[src/hw/rtl/rcw_pkg.sv]
// Shared types and constants for the Reno congestion window controller.
// Used by rcw_divider and reno_congestion_window_top; no dependencies.
`default_nettype none

package rcw_pkg;

  // Event kinds on the input channel.
  localparam logic OP_ACK     = 1'b0;
  localparam logic OP_TIMEOUT = 1'b1;

  // Congestion control phases.
  localparam logic [1:0] PHASE_SLOW_START = 2'd0;
  localparam logic [1:0] PHASE_AVOIDANCE  = 2'd1;
  localparam logic [1:0] PHASE_RECOVERY   = 2'd2;

  // Configuration register indexes.
  localparam logic REG_INITIAL_THRESHOLD = 1'b0;
  localparam logic REG_MINIMUM_THRESHOLD = 1'b1;

  localparam int THR_W  = 13;
  localparam int FRAC_W = 16;

  localparam logic [THR_W-1:0] INITIAL_THRESHOLD_RESET = 13'd128;
  localparam logic [THR_W-1:0] MINIMUM_THRESHOLD_RESET = 13'd32;
  localparam logic [THR_W-1:0] THRESH_CAP              = 13'd8191;

  localparam logic [7:0] DUP_TRIGGER = 8'd3;
  localparam logic [7:0] DUP_CAP     = 8'd255;

  // One packet in Q.16, and the divider operand widths.
  localparam logic [16:0] ONE_PACKET = 17'h10000;
  localparam int DIV_NUM_W = 18;
  localparam int DIV_DEN_W = 17;

  typedef struct packed {
    logic        operation;
    logic [31:0] ack_number;
  } event_t;

  typedef struct packed {
    logic [31:0]      window_base;
    logic [31:0]      window_end;
    logic             retransmit;
    logic [31:0]      retransmit_number;
    logic [1:0]       phase;
    logic [THR_W-1:0] window_whole;
    logic             stale;
  } result_t;

  typedef struct packed {
    logic                 start;
    logic [DIV_NUM_W-1:0] num;
    logic [DIV_DEN_W-1:0] den;
  } div_req_t;

  typedef struct packed {
    logic                 busy;
    logic                 done;
    logic [DIV_NUM_W-1:0] quotient;
  } div_rsp_t;

endpackage

`default_nettype wire

[src/hw/rtl/rcw_divider.sv]
// Restoring integer divider, one quotient bit per cycle.
// Depends on rcw_pkg for operand widths and the request/response structs.
`default_nettype none

module rcw_divider (
  input  wire logic              clk,
  input  wire logic              rst,
  input  wire rcw_pkg::div_req_t req,
  output rcw_pkg::div_rsp_t      rsp
);

  localparam int NUM_W = rcw_pkg::DIV_NUM_W;
  localparam int DEN_W = rcw_pkg::DIV_DEN_W;
  localparam int CNT_W = $clog2(NUM_W + 1);

  logic             busy;
  logic             done;
  logic [CNT_W-1:0] count;
  logic [DEN_W-1:0] rem;
  logic [DEN_W-1:0] den;
  logic [NUM_W-1:0] quo;

  logic [DEN_W:0]   trial;
  logic             fits;
  logic [DEN_W-1:0] rem_next;

  always_comb begin
    trial    = {rem, quo[NUM_W-1]};
    fits     = trial >= {1'b0, den};
    rem_next = fits ? DEN_W'(trial - {1'b0, den}) : trial[DEN_W-1:0];
  end

  always_ff @(posedge clk) begin
    if (rst) begin
      busy  <= 1'b0;
      done  <= 1'b0;
      count <= '0;
    end else begin
      done <= 1'b0;
      if (req.start) begin
        rem   <= '0;
        quo   <= req.num;
        den   <= req.den;
        count <= CNT_W'(NUM_W);
        busy  <= 1'b1;
      end else if (busy) begin
        rem   <= rem_next;
        quo   <= {quo[NUM_W-2:0], fits};
        count <= count - CNT_W'(1);
        if (count == CNT_W'(1)) begin
          busy <= 1'b0;
          done <= 1'b1;
        end
      end
    end
  end

  assign rsp.busy     = busy;
  assign rsp.done     = done;
  assign rsp.quotient = quo;

endmodule

`default_nettype wire

[src/hw/rtl/reno_congestion_window_top.sv]
// Top level of the Reno congestion window controller.
// Depends on rcw_pkg and instantiates rcw_divider.
//
// Usage: each transfer on the event channel is either a cumulative ack
// (operation = ack) or a retransmit timer expiry (operation = timeout). For
// every event exactly one result transfer follows on the result channel,
// carrying the send window, the retransmit request, the phase, the whole
// window and a stale flag for acks that fell below the last ack.
// The block works on one event at a time: event_ready is high only while
// the sequencer is idle. A timeout, a duplicate ack or a stale ack goes
// straight from idle to the completion state, which loads the output
// register. A new ack walks the newly acked packets: slow start passes
// through a plan and an apply state, and congestion avoidance takes two
// passes through the shared 18-bit divider and a registered 32x17
// multiply for every whole packet the window crosses, and one divider
// pass and the multiply for the final partial step.
// The result sits in an output register, so the next event is taken while
// an earlier result still waits for result_ready; if the receiver stalls
// longer, the sequencer holds the finished result until the register frees.
// Reset is synchronous: window one packet, slow start, threshold and the
// minimum threshold at their defaults, last ack zero. The configuration
// port writes one register per cycle with cfg_write; writing the initial
// threshold also reloads the working threshold.
`default_nettype none

module reno_congestion_window_top #(
  parameter int MAX_WINDOW = 4096
) (
  input  wire logic                     clk,
  input  wire logic                     rst,
  input  wire logic                     event_valid,
  output logic                          event_ready,
  input  wire rcw_pkg::event_t          event_item,
  output logic                          result_valid,
  input  wire logic                     result_ready,
  output rcw_pkg::result_t              result_item,
  input  wire logic                     cfg_write,
  input  wire logic                     cfg_index,
  input  wire logic [rcw_pkg::THR_W-1:0] cfg_data
);

  // The window register holds whole packets up to MAX_WINDOW plus 16
  // fraction bits; the working width covers the threshold in Q.16 as well.
  localparam int WHOLE_W = $clog2(MAX_WINDOW) + 1;
  localparam int WIN_W   = WHOLE_W + rcw_pkg::FRAC_W;
  localparam int CALC_W  = ((WIN_W > 29) ? WIN_W : 29) + 2;
  localparam int PROD_W  = 32 + rcw_pkg::DIV_DEN_W;

  localparam logic [CALC_W-1:0] ONE_C   = CALC_W'(rcw_pkg::ONE_PACKET);
  localparam logic [CALC_W-1:0] THREE_C = CALC_W'(3) << rcw_pkg::FRAC_W;
  localparam logic [CALC_W-1:0] MAX_C   = CALC_W'(MAX_WINDOW) << rcw_pkg::FRAC_W;

  // Sequencer states.
  localparam logic [3:0] ST_IDLE      = 4'd0;
  localparam logic [3:0] ST_LOOP      = 4'd1;
  localparam logic [3:0] ST_SS_PLAN   = 4'd2;
  localparam logic [3:0] ST_SS_APPLY  = 4'd3;
  localparam logic [3:0] ST_INC_WAIT  = 4'd4;
  localparam logic [3:0] ST_CA_MUL    = 4'd5;
  localparam logic [3:0] ST_CA_CMP    = 4'd6;
  localparam logic [3:0] ST_NEED_WAIT = 4'd7;
  localparam logic [3:0] ST_NEED_MUL  = 4'd8;
  localparam logic [3:0] ST_NEED_ADD  = 4'd9;
  localparam logic [3:0] ST_DONE      = 4'd10;

  // Control state.
  logic [3:0]                state;
  logic [WIN_W-1:0]          window_fixed;
  logic [1:0]                phase_reg;
  logic [rcw_pkg::THR_W-1:0] threshold;
  logic [rcw_pkg::THR_W-1:0] minimum_threshold;
  logic [7:0]                duplicate_count;
  logic [31:0]               last_ack;

  // Working registers of the ack walk.
  logic [31:0]                    remaining;
  logic [rcw_pkg::THR_W-1:0]      ss_steps;
  logic [rcw_pkg::DIV_DEN_W-1:0]  increment;
  logic [rcw_pkg::DIV_NUM_W-1:0]  need;
  logic [PROD_W-1:0]              product;
  logic                           resend;
  logic                           stale_flag;

  rcw_pkg::div_req_t div_req;
  rcw_pkg::div_rsp_t div_rsp;

  function automatic logic [WIN_W-1:0] clamp_win(input logic [CALC_W-1:0] v);
    logic [CALC_W-1:0] r;
    r = v;
    if (r > MAX_C) r = MAX_C;
    if (r < ONE_C) r = ONE_C;
    return r[WIN_W-1:0];
  endfunction

  // Threshold after a loss: half the whole window, bounded below by the
  // minimum register and above by the threshold cap.
  function automatic logic [rcw_pkg::THR_W-1:0] halved(
    input logic [WHOLE_W-1:0]        wh,
    input logic [rcw_pkg::THR_W-1:0] lo
  );
    logic [17:0] h;
    h = 18'(wh) >> 1;
    if (h < 18'(lo)) h = 18'(lo);
    if (h > 18'(rcw_pkg::THRESH_CAP)) h = 18'(rcw_pkg::THRESH_CAP);
    return h[rcw_pkg::THR_W-1:0];
  endfunction

  logic [CALC_W-1:0]              win_c;
  logic [WHOLE_W-1:0]             whole;
  logic [CALC_W-1:0]              goal;
  logic [rcw_pkg::THR_W-1:0]      loss_thr;
  logic [WIN_W-1:0]               timeout_win;
  logic [7:0]                     dup_next;
  logic                           dup_trigger;
  logic [WIN_W-1:0]               dup_win;
  logic [CALC_W-1:0]              ss_gap;
  logic [rcw_pkg::THR_W-1:0]      ss_need;
  logic [rcw_pkg::THR_W-1:0]      ss_pick;
  logic [WIN_W-1:0]               ss_win;
  logic [CALC_W-1:0]              ca_next;
  logic [rcw_pkg::DIV_DEN_W-1:0]  ca_gap;
  logic                           ca_small;
  logic [WIN_W-1:0]               ca_win;
  logic [31:0]                    mul_a;
  logic [31:0]                    base;
  rcw_pkg::result_t               result_next;

  always_comb begin
    win_c = CALC_W'(window_fixed);
    whole = window_fixed[WIN_W-1:rcw_pkg::FRAC_W];
    goal  = CALC_W'(threshold) << rcw_pkg::FRAC_W;

    // Timeout and third duplicate share the halved threshold.
    loss_thr    = halved(whole, minimum_threshold);
    timeout_win = clamp_win(CALC_W'(loss_thr >> 1) << rcw_pkg::FRAC_W);

    dup_next    = (duplicate_count < rcw_pkg::DUP_CAP) ? duplicate_count + 8'd1
                                                       : duplicate_count;
    dup_trigger = (phase_reg != rcw_pkg::PHASE_RECOVERY) &&
                  (dup_next == rcw_pkg::DUP_TRIGGER);
    if (phase_reg == rcw_pkg::PHASE_RECOVERY) begin
      dup_win = clamp_win(win_c + ONE_C);
    end else if (dup_trigger) begin
      dup_win = clamp_win(win_c + THREE_C);
    end else begin
      dup_win = window_fixed;
    end

    // Slow start: packets still needed to reach the threshold, rounded up.
    ss_gap  = goal - win_c + (ONE_C - CALC_W'(1));
    ss_need = (win_c < goal) ? rcw_pkg::THR_W'(ss_gap >> rcw_pkg::FRAC_W)
                             : rcw_pkg::THR_W'(1);
    ss_pick = (remaining < 32'(ss_need)) ? remaining[rcw_pkg::THR_W-1:0] : ss_need;
    ss_win  = clamp_win(win_c + (CALC_W'(ss_steps) << rcw_pkg::FRAC_W));

    // Congestion avoidance: distance to the next whole packet. If all the
    // remaining acks fall short of it, they are applied in one go.
    ca_next  = (CALC_W'(whole) + CALC_W'(1)) << rcw_pkg::FRAC_W;
    ca_gap   = rcw_pkg::DIV_DEN_W'(ca_next - win_c);
    ca_small = product < PROD_W'(ca_gap);
    ca_win   = clamp_win(win_c + CALC_W'(product));

    mul_a = (state == ST_NEED_MUL) ? 32'(need) : remaining;

    div_req.start = ((state == ST_LOOP) && (remaining != 32'd0) &&
                     (phase_reg == rcw_pkg::PHASE_AVOIDANCE) && (win_c < MAX_C)) ||
                    ((state == ST_CA_CMP) && !ca_small);
    if (state == ST_CA_CMP) begin
      div_req.num = rcw_pkg::DIV_NUM_W'(ca_gap) + rcw_pkg::DIV_NUM_W'(increment)
                    - rcw_pkg::DIV_NUM_W'(1);
      div_req.den = increment;
    end else begin
      div_req.num = rcw_pkg::DIV_NUM_W'(rcw_pkg::ONE_PACKET);
      div_req.den = rcw_pkg::DIV_DEN_W'(whole);
    end

    base = last_ack + 32'd1;
    result_next.window_base       = base;
    result_next.window_end        = base + 32'(whole) - 32'd1;
    result_next.retransmit        = resend;
    result_next.retransmit_number = resend ? base : 32'd0;
    result_next.phase             = phase_reg;
    result_next.window_whole      = rcw_pkg::THR_W'(whole);
    result_next.stale             = stale_flag;
  end

  rcw_divider u_divider (
    .clk (clk),
    .rst (rst),
    .req (div_req),
    .rsp (div_rsp)
  );

  // Shared multiplier with its result register.
  always_ff @(posedge clk) begin
    product <= PROD_W'(mul_a) * PROD_W'(increment);
  end

  assign event_ready = (state == ST_IDLE);

  always_ff @(posedge clk) begin
    if (rst) begin
      state             <= ST_IDLE;
      window_fixed      <= WIN_W'(rcw_pkg::ONE_PACKET);
      phase_reg         <= rcw_pkg::PHASE_SLOW_START;
      threshold         <= rcw_pkg::INITIAL_THRESHOLD_RESET;
      minimum_threshold <= rcw_pkg::MINIMUM_THRESHOLD_RESET;
      duplicate_count   <= 8'd1;
      last_ack          <= 32'd0;
      result_valid      <= 1'b0;
    end else begin
      if (cfg_write) begin
        case (cfg_index)
          rcw_pkg::REG_INITIAL_THRESHOLD: begin
            threshold <= cfg_data;
          end
          rcw_pkg::REG_MINIMUM_THRESHOLD: begin
            minimum_threshold <= cfg_data;
          end
          default: ;
        endcase
      end

      // The completion state reloads the output register itself.
      if (result_valid && result_ready && (state != ST_DONE)) begin
        result_valid <= 1'b0;
      end

      case (state)
        ST_IDLE: begin
          if (event_valid) begin
            resend     <= 1'b0;
            stale_flag <= 1'b0;
            state      <= ST_DONE;
            if (event_item.operation == rcw_pkg::OP_TIMEOUT) begin
              threshold       <= loss_thr;
              window_fixed    <= timeout_win;
              duplicate_count <= 8'd1;
              phase_reg       <= rcw_pkg::PHASE_SLOW_START;
              resend          <= 1'b1;
            end else if (event_item.ack_number == last_ack) begin
              duplicate_count <= dup_next;
              window_fixed    <= dup_win;
              if (dup_trigger) begin
                phase_reg <= rcw_pkg::PHASE_RECOVERY;
                threshold <= loss_thr;
                resend    <= 1'b1;
              end
            end else if (event_item.ack_number > last_ack) begin
              remaining       <= event_item.ack_number - last_ack;
              last_ack        <= event_item.ack_number;
              duplicate_count <= 8'd1;
              state           <= ST_LOOP;
            end else begin
              stale_flag <= 1'b1;
            end
          end
        end

        ST_LOOP: begin
          if (remaining == 32'd0) begin
            state <= ST_DONE;
          end else begin
            case (phase_reg)
              rcw_pkg::PHASE_SLOW_START: state <= ST_SS_PLAN;
              rcw_pkg::PHASE_AVOIDANCE: begin
                // The divider starts here on 1.0 / whole window.
                state <= (win_c < MAX_C) ? ST_INC_WAIT : ST_DONE;
              end
              rcw_pkg::PHASE_RECOVERY: begin
                window_fixed <= clamp_win(goal);
                phase_reg    <= rcw_pkg::PHASE_AVOIDANCE;
                state        <= ST_DONE;
              end
              default: state <= ST_DONE;
            endcase
          end
        end

        ST_SS_PLAN: begin
          ss_steps <= ss_pick;
          state    <= ST_SS_APPLY;
        end

        ST_SS_APPLY: begin
          window_fixed <= ss_win;
          remaining    <= remaining - 32'(ss_steps);
          if (CALC_W'(ss_win) >= goal) begin
            phase_reg <= rcw_pkg::PHASE_AVOIDANCE;
            state     <= ST_LOOP;
          end else begin
            state <= ST_DONE;
          end
        end

        ST_INC_WAIT: begin
          if (div_rsp.done) begin
            increment <= rcw_pkg::DIV_DEN_W'(div_rsp.quotient);
            state     <= ST_CA_MUL;
          end
        end

        ST_CA_MUL: begin
          state <= ST_CA_CMP;
        end

        ST_CA_CMP: begin
          if (ca_small) begin
            window_fixed <= ca_win;
            remaining    <= 32'd0;
            state        <= ST_DONE;
          end else begin
            state <= ST_NEED_WAIT;
          end
        end

        ST_NEED_WAIT: begin
          if (div_rsp.done) begin
            need      <= div_rsp.quotient;
            remaining <= remaining - 32'(div_rsp.quotient);
            state     <= ST_NEED_MUL;
          end
        end

        ST_NEED_MUL: begin
          state <= ST_NEED_ADD;
        end

        ST_NEED_ADD: begin
          window_fixed <= ca_win;
          state        <= ST_LOOP;
        end

        ST_DONE: begin
          if (!result_valid || result_ready) begin
            result_item  <= result_next;
            result_valid <= 1'b1;
            state        <= ST_IDLE;
          end
        end

        default: state <= ST_IDLE;
      endcase
    end
  end

  // The window stays between one packet and the maximum window.
  assert property (@(posedge clk) disable iff (rst)
    (CALC_W'(window_fixed) >= ONE_C) && (CALC_W'(window_fixed) <= MAX_C))
    else $error("congestion window out of bounds");

  // The divider is never restarted while it is still iterating.
  assert property (@(posedge clk) disable iff (rst)
    div_req.start |-> !div_rsp.busy)
    else $error("divider started while busy");

  // A quotient only arrives while the sequencer waits for one.
  assert property (@(posedge clk) disable iff (rst)
    div_rsp.done |-> (state == ST_INC_WAIT) || (state == ST_NEED_WAIT))
    else $error("unexpected divider result");

  // An accepted event drops event_ready in the following cycle.
  assert property (@(posedge clk) disable iff (rst)
    (event_valid && event_ready) |=> !event_ready)
    else $error("event accepted while previous one in progress");

  // A new result is only loaded from the completion state.
  assert property (@(posedge clk) disable iff (rst)
    $rose(result_valid) |-> ($past(state) == ST_DONE))
    else $error("result loaded outside completion");

endmodule

`default_nettype wire

[config.mk]
export PLATFORM = sky130hd
export DESIGN_NAME = reno_congestion_window_top
export DESIGN_NICKNAME = d
export VERILOG_FILES = /design/src/hw/rtl/rcw_pkg.sv /design/src/hw/rtl/rcw_divider.sv /design/src/hw/rtl/reno_congestion_window_top.sv
export SDC_FILE = /design/constraint.sdc
export NUM_CORES = 2
export LEC_CHECK = 0
export BUFFER_PORTS_ARGS = -buffer_cell sky130_fd_sc_hd__buf_2
export CORE_MARGIN = 2
export CORE_UTILIZATION = 34
export DETAILED_ROUTE_END_ITERATION = 12
export PLACE_DENSITY = 0.51
export SYNTH_ARGS = -nofsm -noshare
export SYNTH_HDL_FRONTEND = slang
export SYNTH_HIERARCHICAL = 1
export SYNTH_SLANG_ARGS = --single-unit
[constraint.sdc]
create_clock -name clk -period 9.2 [get_ports clk]
set_input_delay 0.46 -clock clk [delete_from_list [all_inputs] [get_ports clk]]
set_output_delay 0.46 -clock clk [all_outputs]
set_load 0.05 [all_outputs]
## Word level (Yosys, flattened, before mapping)

Cells that the tools add are included.

| word-level totals | value |
|---|---|
| word-level logic and storage cells | 233 |
| input port bits | 52 |
| register bits | 405 |

| cells by class | value |
|---|---|
| bitwise gates (word level) | 4 |
| multiplexer cells | 89 |
| multipliers | 1 |
| add/sub/neg operators | 19 |
| reductions and logical operators | 37 |
| order comparisons | 22 |
| equal/unequal tests | 31 |

Operators with widths:

| operator | number |
|---|---|
| 2-to-1 mux 29 bit | 16 |
| 2-to-1 mux 31 bit | 8 |
| 2-to-1 mux 32 bit | 7 |
| case mux 29 bit (5 select lines) | 1 |
| 2-to-1 mux 13 bit | 11 |
| case mux 32 bit (4 select lines) | 1 |
| < comparator 31 x 17 -> 1 bit, second input constant | 4 |
| greater-than comparator 30 x 29 -> 1 bit, second input constant | 3 |
| 2-to-1 mux 30 bit | 3 |
| < comparator 49 x 17 -> 1 bit | 1 |
| multiplier 32 x 17 -> 49 bit | 1 |
| 2-to-1 mux 4 bit | 11 |
| case mux 4 bit (11 select lines) | 1 |
| 2-to-1 mux 18 bit | 2 |
| 2-to-1 mux 35 bit | 1 |
| 2-to-1 mux 17 bit | 2 |
| subtractor 17 bit | 2 |
| adder 32 x 1 -> 32 bit, second input constant | 1 |
| adder 32 x 13 -> 32 bit | 1 |
| equality test 32 bit | 1 |
| greater-than comparator 32 bit | 1 |
| logical NOT 32 bit | 1 |
| < comparator 32 x 13 -> 1 bit | 1 |
| 2-to-1 mux 8 bit | 4 |
| 64 further kinds | 118 |

## Longest topological paths before layout

| logic depth | value |
|---|---|
| depth in word-level cells | 14 |
| depth in mapped cells | 32 |
| gate-level depth less buffers | 29 |

## Hierarchy

Netlist, hierarchy kept.

Modules (own cells, without submodules):

| module | area an instance (um^2) | instances | sequential area each (um^2) | cells an instance |
|---|---|---|---|---|
| reno_congestion_window_top | 41389.7 | 1 | 8878.5 | 4643 |
| rcw_divider | 3364.5 | 1 | 1701.6 | 305 |

## Least setup slack after synthesis

No wires, ideal clock.

| path | value |
|---|---|
| path kind | reg-to-reg |
| start | register state[1] |
| end | register result_item[0] (netlist name) (enable) |
| required time | 8.453 ns |
| path buffers | 1 |
| arrival | 9.119 ns |
| path slack | -0.665 ns |
| library setup time | 0.747 ns |
| stages on the path, launching flop included | 5 |
| clock period less this slack | 9.865 ns |
| path through | dfxtp_1 clkbuf_1 nor2b_1 nand2_1 nor3b_1 |

| between the ends | value |
|---|---|
| cells in the longest elaborated chain, start to end | 2 |

Ends and longest elaborated chain:

| element | RTL line | RTL |
|---|---|---|
| from (decl) | reno_congestion_window_top.sv:67 | `logic [3:0] state;` |
| from (signal assigned) | reno_congestion_window_top.sv:268 | `state <= (win_c < MAX_C) ? ST_INC_WAIT : ST_DONE;` |
| equality test 4 bit | reno_congestion_window_top.sv:229 | `case (state)` |
| AND reduction 3 bit (no source line) | - |  |
| to (signal assigned) | reno_congestion_window_top.sv:336 | `result_item <= result_next;` |
| to (decl) | reno_congestion_window_top.sv:36 | `output rcw_pkg::result_t result_item,` |

Every way passes these cells.
A chain may end at the register's enable or synchronous reset.

## Final worst setup path

| path | value |
|---|---|
| start | register state[2] |
| end | register product[44] |

| between the ends | value |
|---|---|
| cells in the longest elaborated chain, start to end | 3 |

Ends and longest elaborated chain:

| element | RTL line | RTL |
|---|---|---|
| equality test 4 bit | reno_congestion_window_top.sv:163 | `mul_a = (state == ST_NEED_MUL) ? 32'(need) : remaining;` |
| 2-to-1 mux 32 bit | reno_congestion_window_top.sv:163 |  |
| multiplier 32 x 17 -> 49 bit | reno_congestion_window_top.sv:196 | `product <= PROD_W'(mul_a) * PROD_W'(increment);` |
| to (signal assigned) | reno_congestion_window_top.sv:196 |  |
| to (decl) | reno_congestion_window_top.sv:80 | `logic [PROD_W-1:0] product;` |

Every way passes these cells.

==> reports/qor.csv <==
stage,metric,value,unit
worst_setup_path,crit_start,state[2],
timing,final_hold_viol_count,0,
global_routing,grt_pass1_wl,220000,um
worst_setup_path,cp-start-kind,flop,
clock_tree,post_cts_resized,0,
worst_setup_path,slowest_stage,fa_1,
yosys,postSynthCellCount,4947,
cells_and_area,fin_nets,5969,
cells_and_area,nFillCells,13400,
clock_tree,cts_setup_buffers,0,
timing,setup_violations,0,
clock_tree,cts_buffers,48,
cells_and_area,drive_gt1_share,8.60,%
timing,fin_skew,27.0,ps
global_routing,grt_overflow,0,
timing,rsz0062_at_grt,no,
run_status,status,completed,
flow_run,max_cap_viol_count,0,
timing,worst_slew_pin_slew,1390,ps
cells_and_area,top_regs,"result_item x113, product x49",
route,top_layer,met5,
clock_tree,postCtsHoldBufs,0,
yosys,syn_area_per_cell,9.05,um2
cells_and_area,register_area,10600,um2
worst_setup_path,arrival,9200,ps
route,wl_met3,9620,um
timing,min_period,8650,ps
worst_setup_path,reg2reg_slack,550,ps
worst_setup_path,rr_endpoint,product[44],
global_routing,track_usage,21.1,%
yosys,yosys_warnings,6,
cells_and_area,multi_input_area,30700,um2
route,drc_errors,0,
cells_and_area,syn_to_final_growth,10.2,%
route,post_drt_via_cell_ratio,5.21,
placement,io_buffer_count,166,
route,route.met2.wl,65900,um
floorplan,dieArea,135000,um2
clock_tree,htreeDepth,2,
timing,max-slew-margin-rel,7.66,%
floorplan,die_w,367,um
route,wl_met1,63400,um
clock_tree,clkTransAtPathRegs,70,ps
worst_setup_path,cp_num_buf_inv,5,
worst_setup_path,cp_common_cell,fa_1,
clock_tree,cts_root_buf,clkbuf_16,
global_routing,grt_max_degree,69,
placement,hpwl,113000,um
worst_setup_path,crit_cells,28,
floorplan,rows,133,
worst_setup_path,cp_top_family,adder cells,
route,drtIter0Drc,2787,
worst_setup_path,critical-path-max-stage-delay,600,ps
global_routing,antenna_found_initial,21,
worst_setup_path,path_max_fanout,20,
timing,finalCritPeriodShare,94.0,%
cells_and_area,largest_register_ffs,113,
yosys,synth.cell_area,44700,um2
floorplan,ios,167,
placement,place_congestion,0.906,
floorplan,dieHeight,367,um
clock_tree,clock_path_buffers,3,
cells_and_area,regMostFlops,result_item,
worst_setup_path,worstSetupEndpoint,product[44],
timing,setup-tns-final,0,ps
global_routing,grt_pass1_vias,36300,
route,drtPass1Iterations,6,
clock_tree,worstSkewPairLatency,630,ps
route,drt-wirelength-per-cell,20.9,um
worst_setup_path,crit_type,flop to flop,
route,ant_nets,0,
timing,slew_violations,0,
worst_setup_path,crit_required,9760,ps
route,totalWireLength,143000,um
clock_tree,cts.sinks,405,
yosys,syn_nets,5861,
min_path,hp-class,primary input to flop,
worst_setup_path,end_kind,flop,
clock_tree,tritoncts,done,
floorplan,start_util,34.2,%
worst_setup_path,reg2reg_from,state[2],
timing,fmax,116,MHz
worst_setup_path,r2r_cells,28,
floorplan,coreArea,131000,um2
route,vias,35700,
-- worst min-delay path: stages --
cell and delay, ps:
buf_2 100, mux2i_1 60, nor2_1 70
-- placed cells by master (no fill, tap or decap), types with 17 or more instances in the layout --
cell type	n
inv_1	723
nand2_1	612
fa_1	457
ha_1	405
nor2_1	316
edfxtp_1	247
a21oi_1	218
xnor2_1	175
buf_2	165
dfxtp_1	158
o21ai_0	139
a21o_1	92
and2_1	88
nor3_1	83
nand3_1	83
mux2i_1	82
buf_4	82
and3_1	74
xor2_1	73
nor2b_1	72
clkbuf_16	52
nand2b_1	50
o21a_1	49
mux2_2	45
nor4_1	41
a211oi_1	36
nand4_1	34
o22ai_1	32
a31oi_1	29
or3_1	28
o211ai_1	21
o21bai_1	18
a22o_1	17
-- per-stage QoR --
step / area, um2 / setup WS, ps / util, % / hold WS [ps] / cells
after detailed placement: 47700 / 648 / 36.4 / 444 / 6760
after CTS: 49300 / 629 / 37.6 / 56.3 / 6850
after global placement: 47700 / 781 / 36.4 / 449 / 6760
after global routing: 49300 / 71.2 / 37.6 / 91.3 / 6850
final: 49300 / 554 / 37.6 / 89.7 / 6851
after floorplan: 44800 / 1420 / - / 400 / 4947
-- metal layers --
| layer | up-vias | track usage, % |
|---|---|---|
| li1 | 16800 | - |
| met3 | 229 | 4.15 |
| met1 | 17600 | 28.6 |
| met4 | 24 | 5.49 |
| met2 | 1061 | 34.3 |
| met5 | - | 0 |
-- layout make-up --
class,instances,area share (%)
well taps,1755,4.45
clock inverters,31,0.586
diodes,1,0.00508
multi-input cells,3625,62.3
clock buffers,59,2.73
flip-flops and latches,405,21.5
inverters,728,5.54
repair buffers,247,2.92
-- worst min-delay path by stage --
stage / endpoint / slack [ps] / cells after the start / startpoint
after floorplan: result_item[0] / 400 / 0 / stale_flag
final: last_ack[31] / 90 / 3 / event_item[31]
after detailed placement: result_item[0] / 440 / 0 / stale_flag
after global routing: last_ack[30] / 90 / 3 / event_item[30]
after global placement: result_item[0] / 450 / 0 / stale_flag
after CTS: last_ack[22] / 60 / 3 / event_item[22]
Power is left out: the tool's default activity adds up to more than one toggle a clock period on the data nets, which glitch-free logic cannot reach.
